--- src/sv/pst_pkg.sv ---
// Package for the periodic soft timer bank.
// Holds the operation codes, field widths and the word types used by the other source files.
`default_nettype none

package pst_pkg;

   // Field widths of the request and response words.
   localparam int PERIOD_W    = 16;
   localparam int SLOT_ID_W   = 3;
   localparam int FIRE_MASK_W = 8;

   // Default size of the timer bank.
   localparam int SLOT_COUNT_DEFAULT = 8;

   // Operation codes carried by a request word.
   typedef enum logic [1:0] {
      OP_TICK  = 2'd0,
      OP_ADD   = 2'd1,
      OP_START = 2'd2,
      OP_STOP  = 2'd3
   } op_type;

   // One request word as it travels through the pipeline.
   typedef struct packed {
      op_type                 operation;
      logic [PERIOD_W-1:0]    period;
      logic [SLOT_ID_W-1:0]   slot_id;
   } req_type;

   // One response word.
   typedef struct packed {
      logic [FIRE_MASK_W-1:0] fire_mask;
      logic [SLOT_ID_W-1:0]   assigned_slot;
      logic                   table_full;
   } rsp_type;

endpackage

`default_nettype wire

--- src/sv/pst_channels.sv ---
// Valid/ready channel interfaces for the periodic soft timer bank.
// Depends on pst_pkg for the field widths.
`default_nettype none

// Request channel: one operation word per handshake.
interface pst_req_if;
   import pst_pkg::*;

   logic                 valid;
   logic                 ready;
   logic [1:0]           operation;
   logic [PERIOD_W-1:0]  period;
   logic [SLOT_ID_W-1:0] slot_id;

   modport source (output valid, output operation, output period, output slot_id,
                   input ready);
   modport sink   (input valid, input operation, input period, input slot_id,
                   output ready);
endinterface

// Response channel: one result word per request word.
interface pst_rsp_if;
   import pst_pkg::*;

   logic                   valid;
   logic                   ready;
   logic [FIRE_MASK_W-1:0] fire_mask;
   logic [SLOT_ID_W-1:0]   assigned_slot;
   logic                   table_full;

   modport source (output valid, output fire_mask, output assigned_slot,
                   output table_full, input ready);
   modport sink   (input valid, input fire_mask, input assigned_slot,
                   input table_full, output ready);
endinterface

`default_nettype wire

--- src/sv/pst_slot_bank.sv ---
// Timer slot state and its combinational update for one request word.
// Depends on pst_pkg for the word types and operation codes.
`default_nettype none

module pst_slot_bank #(
   parameter int SLOT_COUNT = pst_pkg::SLOT_COUNT_DEFAULT
) (
   input  wire logic             clock,
   input  wire logic             reset,
   input  wire logic             go,
   input  wire pst_pkg::req_type req,
   output pst_pkg::rsp_type      rsp
);
   import pst_pkg::*;

   localparam int CW = $clog2(SLOT_COUNT + 1);
   localparam int XW = CW + SLOT_ID_W;

   logic [CW-1:0]               used_ff;
   logic [CW-1:0]               used_in;
   logic [XW-1:0]               used_x;
   logic [XW-1:0]               id_x;
   logic                        has_room;
   logic                        is_add;
   logic [SLOT_COUNT-1:0]       fire;
   logic [SLOT_COUNT+FIRE_MASK_W-1:0] fire_x;

   // Compare slot numbers and the fill count at a common width.
   assign used_x   = XW'(used_ff);
   assign id_x     = XW'(req.slot_id);
   assign has_room = used_ff < CW'(SLOT_COUNT);
   assign is_add   = go && (req.operation == OP_ADD);

   // Fill count: an add that finds room takes the next slot.
   always_comb begin
      used_in = used_ff;
      if (is_add && has_room) begin
         used_in = used_ff + CW'(1);
      end
   end

   always_ff @(posedge clock) begin
      if (reset) begin
         used_ff <= '0;
      end else begin
         used_ff <= used_in;
      end
   end

   // One lane per slot: running mark, counter and period.
   for (genvar i = 0; i < SLOT_COUNT; i++) begin : g_slot
      localparam logic [XW-1:0] IDX = XW'(i);

      logic                run_ff;
      logic                run_in;
      logic [PERIOD_W-1:0] cnt_ff;
      logic [PERIOD_W-1:0] cnt_in;
      logic [PERIOD_W-1:0] per_ff;
      logic                registered;
      logic                add_here;
      logic                fire_s;

      assign registered = IDX < used_x;
      assign add_here   = is_add && has_room && (used_x == IDX);
      assign fire[i]    = fire_s;

      // Next state of the lane for the current operation.
      always_comb begin
         run_in = run_ff;
         cnt_in = cnt_ff;
         fire_s = 1'b0;
         if (go) begin
            case (req.operation)
               OP_TICK: begin
                  if (registered && run_ff) begin
                     if (cnt_ff < per_ff) begin
                        cnt_in = cnt_ff + PERIOD_W'(1);
                     end else begin
                        cnt_in = '0;
                        fire_s = 1'b1;
                     end
                  end
               end
               OP_ADD: begin
                  if (add_here) begin
                     run_in = 1'b0;
                     cnt_in = '0;
                  end
               end
               OP_START, OP_STOP: begin
                  if (registered && (id_x == IDX)) begin
                     run_in = (req.operation == OP_START);
                  end
               end
               default: begin
                  run_in = run_ff;
               end
            endcase
         end
      end

      always_ff @(posedge clock) begin
         if (reset) begin
            run_ff <= 1'b0;
            cnt_ff <= '0;
         end else begin
            run_ff <= run_in;
            cnt_ff <= cnt_in;
         end
      end

      // The period is only read once the slot is registered.
      always_ff @(posedge clock) begin
         if (add_here) begin
            per_ff <= req.period;
         end
      end
   end

   // Result word: only the low slots show in the mask.
   assign fire_x            = {{FIRE_MASK_W{1'b0}}, fire};
   assign rsp.fire_mask     = fire_x[FIRE_MASK_W-1:0];
   assign rsp.assigned_slot = (is_add && has_room) ? used_x[SLOT_ID_W-1:0] : '0;
   assign rsp.table_full    = is_add && !has_room;

endmodule

`default_nettype wire

--- src/sv/periodic_soft_timer_bank.sv ---
// Periodic soft timer bank.
//
// The req channel takes one operation word per handshake: tick, add slot,
// start slot or stop slot. The rsp channel returns exactly one word for each
// request, in order: the fire mask of a tick, the slot number given by an add,
// or the full flag of an add that found no free slot.
//
// A request word is held in an input register; as it moves on, the slot lanes
// update in parallel and the result lands in an output register that drives rsp.
// While rsp does not stall, throughput is one word per cycle; both registers move
// on together, and the input register takes a new word while the output word is
// being taken. When rsp stalls, the output word holds, the input register keeps
// its word and req.ready drops once both are full; nothing is lost.
//
// Reset clears every running mark, every counter and the slot count, and
// empties both pipeline registers. No slot is registered after reset.
// Depends on pst_pkg, pst_channels and pst_slot_bank.
`default_nettype none

module periodic_soft_timer_bank #(
   parameter int SLOT_COUNT = pst_pkg::SLOT_COUNT_DEFAULT
) (
   input  wire logic clock,
   input  wire logic reset,
   pst_req_if.sink   req,
   pst_rsp_if.source rsp
);
   import pst_pkg::*;

   logic    s1_valid_ff;
   logic    s1_valid_in;
   req_type s1_req_ff;
   logic    s1_fire;
   logic    rsp_valid_ff;
   logic    rsp_valid_in;
   rsp_type rsp_ff;
   rsp_type bank_rsp;
   logic    req_take;

   // Pipeline flow control.
   assign s1_fire   = s1_valid_ff && (!rsp_valid_ff || rsp.ready);
   assign req.ready = !s1_valid_ff || s1_fire;
   assign req_take  = req.valid && req.ready;

   always_comb begin
      s1_valid_in = s1_valid_ff;
      if (req_take) begin
         s1_valid_in = 1'b1;
      end else if (s1_fire) begin
         s1_valid_in = 1'b0;
      end
   end

   always_comb begin
      rsp_valid_in = rsp_valid_ff;
      if (s1_fire) begin
         rsp_valid_in = 1'b1;
      end else if (rsp.ready) begin
         rsp_valid_in = 1'b0;
      end
   end

   always_ff @(posedge clock) begin
      if (reset) begin
         s1_valid_ff  <= 1'b0;
         rsp_valid_ff <= 1'b0;
      end else begin
         s1_valid_ff  <= s1_valid_in;
         rsp_valid_ff <= rsp_valid_in;
      end
   end

   // Input register.
   always_ff @(posedge clock) begin
      if (req_take) begin
         s1_req_ff.operation <= op_type'(req.operation);
         s1_req_ff.period    <= req.period;
         s1_req_ff.slot_id   <= req.slot_id;
      end
   end

   // Slot lanes update when the word moves to the output register.
   pst_slot_bank #(
      .SLOT_COUNT (SLOT_COUNT)
   ) u_bank (
      .clock (clock),
      .reset (reset),
      .go    (s1_fire),
      .req   (s1_req_ff),
      .rsp   (bank_rsp)
   );

   // Output register.
   always_ff @(posedge clock) begin
      if (s1_fire) begin
         rsp_ff <= bank_rsp;
      end
   end

   assign rsp.valid         = rsp_valid_ff;
   assign rsp.fire_mask     = rsp_ff.fire_mask;
   assign rsp.assigned_slot = rsp_ff.assigned_slot;
   assign rsp.table_full    = rsp_ff.table_full;

   // An accepted word always sits in the input register next cycle.
   a_take_fills_s1: assert property (@(posedge clock) disable iff (reset)
      req_take |=> s1_valid_ff)
      else $error("accepted request word did not reach the input register");

   // A word leaving the input register always shows up on rsp.
   a_advance_shows: assert property (@(posedge clock) disable iff (reset)
      s1_fire |=> rsp.valid)
      else $error("request word left the input register without a response");

   // A full answer carries no slot number and no fire bits.
   a_full_clean: assert property (@(posedge clock) disable iff (reset)
      (rsp.valid && rsp.table_full) |-> (rsp.assigned_slot == '0 && rsp.fire_mask == '0))
      else $error("full response carries a slot number or fire bits");

   // A non-add word never reports a full table.
   a_full_only_add: assert property (@(posedge clock) disable iff (reset)
      (s1_fire && s1_req_ff.operation != OP_ADD) |=> !rsp.table_full)
      else $error("full flag raised for an operation other than add");

endmodule

`default_nettype wire

--- src/flat_wrapper.sv ---
// flat-port wrapper written by rule: the top's interface ports become plain ports
module periodic_soft_timer_bank_flat import pst_pkg::*;
#(
   parameter int SLOT_COUNT = pst_pkg::SLOT_COUNT_DEFAULT
)
  (clock, reset, req_valid, req_operation, req_period, req_slot_id, req_ready, rsp_valid, rsp_fire_mask, rsp_assigned_slot, rsp_table_full, rsp_ready);
  pst_req_if req_i ();
  pst_rsp_if rsp_i ();
  input  wire logic clock;
  input  wire logic reset;
  input wire logic [$bits(req_i.valid)-1:0] req_valid;
  input wire logic [$bits(req_i.operation)-1:0] req_operation;
  input wire logic [$bits(req_i.period)-1:0] req_period;
  input wire logic [$bits(req_i.slot_id)-1:0] req_slot_id;
  output wire logic [$bits(req_i.ready)-1:0] req_ready;
  output wire logic [$bits(rsp_i.valid)-1:0] rsp_valid;
  output wire logic [$bits(rsp_i.fire_mask)-1:0] rsp_fire_mask;
  output wire logic [$bits(rsp_i.assigned_slot)-1:0] rsp_assigned_slot;
  output wire logic [$bits(rsp_i.table_full)-1:0] rsp_table_full;
  input wire logic [$bits(rsp_i.ready)-1:0] rsp_ready;
  assign req_i.valid = req_valid;
  assign req_i.operation = req_operation;
  assign req_i.period = req_period;
  assign req_i.slot_id = req_slot_id;
  assign req_ready = req_i.ready;
  assign rsp_valid = rsp_i.valid;
  assign rsp_fire_mask = rsp_i.fire_mask;
  assign rsp_assigned_slot = rsp_i.assigned_slot;
  assign rsp_table_full = rsp_i.table_full;
  assign rsp_i.ready = rsp_ready;
  periodic_soft_timer_bank #(.SLOT_COUNT(SLOT_COUNT)) u_core (.clock(clock), .reset(reset), .req(req_i), .rsp(rsp_i));
endmodule
--- config.mk ---
export PLATFORM = sky130hd
export DESIGN_NAME = periodic_soft_timer_bank_flat
export DESIGN_NICKNAME = d
export VERILOG_FILES = /design/src/sv/pst_pkg.sv /design/src/sv/pst_channels.sv /design/src/sv/pst_slot_bank.sv /design/src/sv/periodic_soft_timer_bank.sv /design/src/flat_wrapper.sv
export SDC_FILE = /design/constraint.sdc
export NUM_CORES = 1
export LEC_CHECK = 0
export ABC_CLOCK_PERIOD_IN_PS = 2200
export BUFFER_PORTS_ARGS = -buffer_cell sky130_fd_sc_hd__buf_4
export CAP_MARGIN = 0
export CORE_MARGIN = 2
export CORE_UTILIZATION = 38
export CTS_CLUSTER_SIZE = 12
export DETAILED_ROUTE_END_ITERATION = 10
export PLACE_DENSITY = 0.6
export SLEW_MARGIN = 0
export SYNTH_ARGS = -nofsm -noshare
export SYNTH_HDL_FRONTEND = slang
export SYNTH_SLANG_ARGS = --single-unit
--- constraint.sdc ---
create_clock -name clock -period 2.2 [get_ports clock]
set_input_delay 0.22 -clock clock [delete_from_list [all_inputs] [get_ports clock]]
set_output_delay 0.22 -clock clock [all_outputs]
set_load 0.03 [all_outputs]
==> key figures, run 1 <==
Run status
  – Status: completed

Clock tree
  – Worst-Skew Late Latency: 0.55 ns
  – Root buf cell: clkbuf_16
  – Clock-pin slew of the registers on the worst-case setup and hold paths: approximately 0.06 ns
  – CTS Buffer Depth: 3
  – CTS H-tree depth: 2
  – Sink Count: 303
  – CTS buffer count: 36
  – CTS tree: built

Worst setup path
  – Critical Path AT: roughly 2.6 ns
  – Slowest-stage cell, CP: or3b_2
  – Worst R2R Start: u_core.u_bank.used_ff[0]
  – Worst path max stage delay: 0.46 ns
  – Critical path peak fanout: 6
  – Chain of cells forming the critical path: inv_2 > ha_2 > or3b_2 > mux2_4 > nor2_4 > buf_4 > nand4_1 > xor2_2 > nor2_4
  – Crit path kind: flip-flop to flip-flop
  – CP dominant cell by count: nor2_4
  – Worst setup EP type: flip-flop
  – Critical path origin: u_core.u_bank.used_ff[0]
  – Worst Setup Start Kind: flip-flop
  – Critical Path RT: 2.63 ns

Yosys
  – Netlist cell types: 82
  – EDFF count, synth: 161
  – Syn Inst Count: 1473
  – Syn_nets: 1629
  – XOR/XNOR share of the synthesized area: between 4 and 5%
  – Mean Syn Cell Area: 10.30 um^2
  – Synth async-reset ratio: 0%
  – Share of the yosys chip area belonging to registers: 50.63%
  – Mapped Area: ~0.015 mm^2
  – Proportion of synthesized area in mux cells: 1.015%
  – Synth area leader: edfxtp_1
  – Post-Synth Adder-Cell Area: a little over a tenth
  – Yosys Warn Count: 0
  – Largest family of logic cells by synthesized area: simple AND/OR/NAND/NOR gates
  – Share of the synthesized area in the top cell type: 31.88%
  – Synth Area in Compound Gates: 11.42%
  – FF+latch count, synth: 303
  – Simple-gate share of the synthesized area: 17.75%
  – Synth Flop Type: edfxtp_1
  – Dominant cells by area after synthesis: edfxtp_1 32%, dfxtp_1 19%, ha_1 11%

Timing
  – Max-slew violations: 0
  – Unrepaired setup endpoints after global routing: true
  – Setup_tns: 0 ns
  – # setup viols final: 0
  – Least-Margin Pin Slew: roughly 0.77 ns
  – Fin worst setup slack: 0.02970 ns
  – Period utilization: 98.65%
  – Final hold vios: 0
  – Slew HR: between 40% and 50%
  – Setup Skew: roughly 0.017 ns
  – Fmax: 0.4608 GHz
  – Fin crit period: around 2.2 ns
  – Worst hold margin: 0.04501 ns

Hold path
  – Hold Path Class: input port to flip-flop
  – Min-delay src: rsp_ready

GRT
  – First-pass GRT wire length: just over 60000 um
  – GR Util All Layers: 18.85%
  – Number of global-route vias before repair: between 10000 and 15000
  – Largest net degree at the start of global routing: 22
  – Initial antenna violation count: 3
  – Remaining global-route overflow: 0

Job
  – Max_cap viols: 0

Floorplan
  – I/O pin total: 39
  – Chip width: 203.8 um
  – Initial core utilization: 38.34%
  – Die ar.: roughly 0.042 mm^2
  – Rows: 73
  – Die height: 203.8 um
  – Core area: 0.03955 mm^2

Layout
  – Final net count: around 1800
  – Commonest non-fill, non-tap cell in the layout: buf_4
  – Most frequent cells in the layout: 166 x buf_4, 161 x edfxtp_1, 139 x dfxtp_1
  – Count of non-filler cells in the finished layout: 2240
  – Fillers: 3585
  – Layout overhead on the synthesized area: 25.26%
  – Share of layout cells above drive strength 1: 18.83%
  – ANT cells: 0

Detailed routing
  – Routed Antenna Nets: 0
  – DRT Pass-1 Iters: 5
  – Iteration-0 DRC Markers: 804
  – Wirelength per Cell: 17.50 um
  – Routed vias: 11770
  – Final wirelength: around 40000 um
  – DRC Markers: 0
  – Vias/cell: 5.254

Power
  – Psw: between 2000 and 3000 uW
  – Peak VDD IR: 0.5838 mV
  – Tot Pwr: 12560 uW
  – Clk network pwr share: 48.3%
  – Sequential Power Share: 48.6%
  – Pwr per Cell Area: 661.1 mW/mm^2
  – Net Sw Frac: 22.12%
  – Leakage: 0.007796 uW
  – P_int: 9779 uW
  – Comb power frac: 3.1%

Placement
  – Buffers on Ports: 38
  – Pre-CTS worst setup slack: -0.09364 ns
  – Final HPWL DP: around 27000 um
  – GPL Wtd Cong: between 0.9 and 1
  – Placed cells: between 2000 and 2500
## cell type report
type                       count  area [um^2]  share of cell area [%]
clock buffer                  48        975.9                   5.138
inverter                     142        535.5                   2.819
multi-input combinational   1002         7258                   38.21
timing repair buffer         202         1668                   8.781
clock inverter                18        219.0                   1.153
tap                          525        656.9                   3.458
sequential                   303         7681                   40.44
## metal layers
metal	wire length, um	global-route usage (%)	share of wire [%]
met2	18180	30.36	46
met4	1200	6.830	3.1
met3	1951	3.260	5.0
met5	0	0	0
met1	17860	25.46	46
## state kept, by name, indices dropped and copies added (netlist names)
| name | count |
|---|---|
| u_core.rsp.assigned_slot | 3 |
| u_core.rsp.fire_mask | 8 |
| u_core.rsp.table_full | 1 |
| u_core.rsp.valid | 1 |
| u_core.s1_req_ff | 21 |
| u_core.s1_valid_ff | 1 |
| u_core.u_bank.g_slot.cnt_ff | 128 |
| u_core.u_bank.g_slot.per_ff | 128 |
| u_core.u_bank.g_slot.run_ff | 8 |
| u_core.u_bank.used_ff | 4 |
## through the flow
| step | utilization [%] | area [um^2] |
|---|---|---|
| 2_1_floorplan | - | 15170 |
| 3_3_place_gp | 43.07 | 17040 |
| 3_5_place_dp | 43.07 | 17040 |
| 4_1_cts | 46.84 | 18530 |
| 5_1_grt | 48.03 | 18990 |
| 6_report | 48.03 | 18990 |
## worst max-delay path, delay by kind of cell, from the launching register on
family                     cells  cell delay, ns
xor gates and xnor gates       1            0.24
muxes                          1            0.32
and+or+nand+nor                4            0.75
DFF                            1            0.32
buffers and inverters          2            0.25
adders and majority gates      1            0.19
## power by group through the flow
stage / registers (uW) / clock network, uW / logic [uW]
final: 6100 / 6060 / 393
after CTS: 6110 / 6200 / 374
after detailed placement: 6230 / 0 / 338
after global routing: 6110 / 6410 / 421
after floorplan: 6170 / 0 / 152
after global placement: 6230 / 0 / 336
## repair_timing
action,in CTS,in global routing
setup endpoints to repair,51,115
hold buffers,22,0
pin swaps,7,36
resized for setup,15,89
endpoints found under the hold margin,22,0
gates cloned,0,1
buffers inserted,4,7
## final timing paths
kind	to	slack [ns]	cells after the start
setup reg to reg	u_core.u_bank.g_slot[2].cnt_ff[5]	0.03	9
setup / recovery	u_core.u_bank.g_slot[2].cnt_ff[5]	0.03	9
hold / removal	u_core.rsp.valid	0.05	4
hold reg to reg	u_core.u_bank.g_slot[6].cnt_ff[15]	0.48	1
## cells in the mapped netlist, drive strengths merged, types with 9 or more instances
cell type and count:
a21oi 74, nand2 106, o21ai 44, and4 11, a22o 10, o21a 22, nor2b 15, and3 29
nor2 144, ha 131, and2 11, nand3b 11, edfxtp 161, clkbuf 9, nand3 55, a31oi 34
a211oi 11, o31ai 9, xor2 46, buf 17, nand2b 18, xnor2 24, inv 140, or3 11
nand4 47, dfxtp 142, nor3 37, mux2i 12
## logic make-up (layout without fill, tap and decap cells)
kind of cell               Yosys count  in the layout
xor gates and xnor gates            70             70
buffers and inverters              168            410
and+or+nand+nor                    527            527
AOI/OAI and AO/OA                  259            259
muxes                               15             15
DFF                                303            303
adders and majority gates          131            131
Note: power is estimated with default switching activity, not from simulation.
==> inputs of run 2 (changes only) <==
--- a/config.mk
+++ b/config.mk
@@ -5,7 +5,7 @@
 export SDC_FILE = /design/constraint.sdc
 export NUM_CORES = 1
 export LEC_CHECK = 0
-export ABC_CLOCK_PERIOD_IN_PS = 2200
+export ABC_CLOCK_PERIOD_IN_PS = 1800
 export BUFFER_PORTS_ARGS = -buffer_cell sky130_fd_sc_hd__buf_4
 export CAP_MARGIN = 0
 export CORE_MARGIN = 2
==> constraint.sdc (replaced) <==
create_clock -name clock -period 1.8 [get_ports clock]
set_input_delay 0.18 -clock clock [delete_from_list [all_inputs] [get_ports clock]]
set_output_delay 0.18 -clock clock [all_outputs]
set_load 0.03 [all_outputs]
==> key figures, run 2 (synthesis results as in run 1) <==
GRT
  – GR Util All Layers: 20.83% (was 18.85%)
  – First-pass GRT wire length: 67430 um (was 60950 um)
  – Largest net degree at the start of global routing: 18 (was 22)
  – Number of global-route vias before repair: 12730 (was 11270)
  – Remaining global-route overflow: 0 (unchanged)
  – Initial antenna violation count: 2 (was 3)

Placement
  – Final HPWL DP: 29410 um (was 27180 um)
  – Placed cells: 2303 (was 2141)
  – GPL Wtd Cong: 0.8728 (was 0.9150)
  – Buffers on Ports: 38 (unchanged)

Detailed routing
  – DRT Pass-1 Iters: 5 (unchanged)
  – Iteration-0 DRC Markers: 954 (was 804)
  – Vias/cell: 5.265 (was 5.254)
  – Routed vias: 12970 (was 11770)
  – Wirelength per Cell: 18.32 um (was 17.50 um)
  – Routed Antenna Nets: 0 (unchanged)
  – Final wirelength: 45120 um (was 39190 um)
  – DRC Markers: 0 (unchanged)

Floorplan
  – Die height: 203.8 um (unchanged)
  – Rows: 73 (unchanged)
  – Die ar.: 0.04152 mm^2 (unchanged)
  – Initial core utilization: 38.34% (unchanged)
  – Core area: 0.03955 mm^2 (unchanged)
  – I/O pin total: 39 (unchanged)
  – Chip width: 203.8 um (unchanged)

Timing
  – Unrepaired setup endpoints after global routing: true (unchanged)
  – Slew HR: 47.56% (was 48.58%)
  – Fmax: 0.4469 GHz (was 0.4608 GHz)
  – Period utilization: 124.3% (was 98.65%)
  – Max-slew violations: 0 (unchanged)
  – Least-Margin Pin Slew: 0.7867 ns (was 0.7713 ns)
  – # setup viols final: 231 (was 0)
  – Setup Skew: 0.02999 ns (was 0.01698 ns)
  – Final hold vios: 0 (unchanged)
  – Fin worst setup slack: -0.4378 ns (was 0.02970 ns)
  – Fin crit period: 2.238 ns (was 2.170 ns)
  – Worst hold margin: 0.1611 ns (was 0.04501 ns)

Power
  – Leakage: 0.009167 uW (was 0.007796 uW)
  – Peak VDD IR: 0.8554 mV (was 0.5838 mV)
  – Clk network pwr share: 46.6% (was 48.3%)
  – Psw: 3378 uW (was 2778 uW)
  – Sequential Power Share: 48.2% (was 48.6%)
  – Comb power frac: 5.2% (was 3.1%)
  – Net Sw Frac: 21.97% (was 22.12%)
  – Pwr per Cell Area: 682.6 mW/mm^2 (was 661.1 mW/mm^2)
  – P_int: 12000 uW (was 9779 uW)

Worst setup path
  – Worst path max stage delay: 0.39 ns (was 0.46 ns)
  – Slowest-stage cell, CP: or3_4 (was or3b_2)
  – Bufs and invs on worst path: 2 (unchanged)
  – Critical Path RT: 2.20 ns (was 2.63 ns)
  – Critical path origin: u_core.u_bank.g_slot[2].per_ff[10] (was u_core.u_bank.used_ff[0])
  – Worst setup EP type: flip-flop (unchanged)
  – CP delay by family, top: compound AO/OA/AOI/OAI gates (was simple AND/OR/NAND/NOR gates)
  – Worst Setup Start Kind: flip-flop (unchanged)
  – Crit path kind: flip-flop to flip-flop (unchanged)
  – Critical Path AT: 2.64 ns (was 2.60 ns)
  – Worst R2R Start: u_core.u_bank.g_slot[2].per_ff[10] (was u_core.u_bank.used_ff[0])
  – Chain of cells forming the critical path: inv_1 > ha_4 > nand4_1 > or3_4 > o32ai_4 > buf_6 > nor3_4 > a21o_1 > a22o_1 (was inv_2 > ha_2 > or3b_2 > mux2_4 > nor2_4 > buf_4 > nand4_1 > xor2_2 > nor2_4)
  – Critical path peak fanout: 5 (was 6)

Layout
  – Share of layout cells above drive strength 1: 38.75% (was 18.83%)
  – Largest regs: u_core.u_bank.g_slot.cnt_ff x128, u_core.u_bank.g_slot.per_ff x128, u_core.s1_req_ff x21 (unchanged)
  – Final net count: 2068 (was 1843)
  – Most frequent cells in the layout: 313 x buf_4, 161 x edfxtp_1, 131 x dfxtp_1 (was 166 x buf_4, 161 x edfxtp_1, 139 x dfxtp_1)
  – ANT cells: 0 (unchanged)
  – Commonest non-fill, non-tap cell in the layout: buf_4 (unchanged)
  – Final Util: 56.97% (was 48.03%)
  – Layout overhead on the synthesized area: 48.57% (was 25.26%)
  – Count of non-filler cells in the finished layout: 2463 (was 2240)

Clock tree
  – CTS tree: built (unchanged)
  – CTS H-tree depth: 2 (unchanged)
  – Sink Count: 303 (unchanged)
  – Root buf cell: clkbuf_16 (unchanged)
  – CTS buffer count: 35 (was 36)
  – CTS Buffer Depth: 3 (unchanged)
  – Clock-pin slew of the registers on the worst-case setup and hold paths: 0.06 ns (about the same)
  – Worst-Skew Late Latency: 0.52 ns (was 0.55 ns)

Job
  – Max_cap viols: 0 (unchanged)

Hold path
  – Min-delay src: reset (was rsp_ready)
  – Hold Path Class: input port to flip-flop (unchanged)

Run status
  – Status: finished with violations (was completed)
  – Failing checks: setup timing
## run 2: changes by cell type in the layout (fill, tap and decap cells not counted), sizes merged
cell / change
inv: -4
nor3: +1
clkbuf: +9
a21oi: +2
clkinv: -3
bufinv: -1
buf: +215
o211a: +1
clkinvlp: +3
## run 2: through the flow
| step | TNS [ns] | setup WS (ns) | power (uW) | area, um^2 |
|---|---|---|---|---|
| 2_1_floorplan | -19.41 | -0.2603 | 7748 | 15530 |
| 3_3_place_gp | -43.52 | -0.4836 | 8129 | 18670 |
| 3_5_place_dp | -46.60 | -0.4934 | 8136 | 18670 |
| 4_1_cts | -35.03 | -0.3288 | 15370 | 21210 |
| 5_1_grt | -55.69 | -0.5008 | 15820 | 22530 |
| 6_report | -37.89 | -0.4378 | 15380 | 22530 |
## run 2: power groups by stage
stage	sequential, uW	clock, uW	combinational, uW
floorplan	7530	0	214
global placement	7560	0	566
detailed placement	7560	0	572
CTS	7410	7280	673
global route	7420	7570	830
finish	7420	7170	793
## run 2: final cells by class
| class | count | area (um^2) |
|---|---|---|
| well taps | 525 | 656.9 |
| clock buffers | 50 | 1005 |
| fillers | 3189 | 17020 |
| repair buffers | 424 | 3845 |
| flip-flops and latches | 303 | 7704 |
| multi-input cells | 1006 | 8630 |
| clock inverters | 13 | 142.6 |
| inverters | 142 | 548.0 |
## run 2: routing by layer
metal  vias to the layer above  global-route usage [%]  part of all wire, %
met1                      6305                   27.28                   43
met5                         -                       0                0.029
met3                        78                   3.164                  5.7
li1                       6246                       -                    -
met2                       336                   35.33                   48
met4                         2                   6.674                  2.9
## run 2: path summary, 6_finish.rpt
check | to | slack (ns) | cells past startpoint
setup / recovery | u_core.u_bank.g_slot[2].cnt_ff[4] | -0.44 | 9
hold / removal | u_core.u_bank.used_ff[0] | 0.16 | 3
hold reg to reg | u_core.u_bank.g_slot[6].cnt_ff[15] | 0.49 | 1
setup reg to reg | u_core.u_bank.g_slot[2].cnt_ff[4] | -0.44 | 9
## run 2: timing repair
| item | 4_1_cts | 5_1_grt |
|---|---|---|
| hold buffers | 22 | 0 |
| pin swaps | 90 | 125 |
| endpoints found under the hold margin | 22 | 0 |
| cloned | 6 | 9 |
| setup endpoints to repair | 246 | 257 |
| buffers inserted | 26 | 40 |
| gates resized for setup | 182 | 197 |
## run 2: worst min-delay path, cell delays in order
cell,delay (ns)
buf_4,0.16
buf_4,0.24
nor2_1,0.07
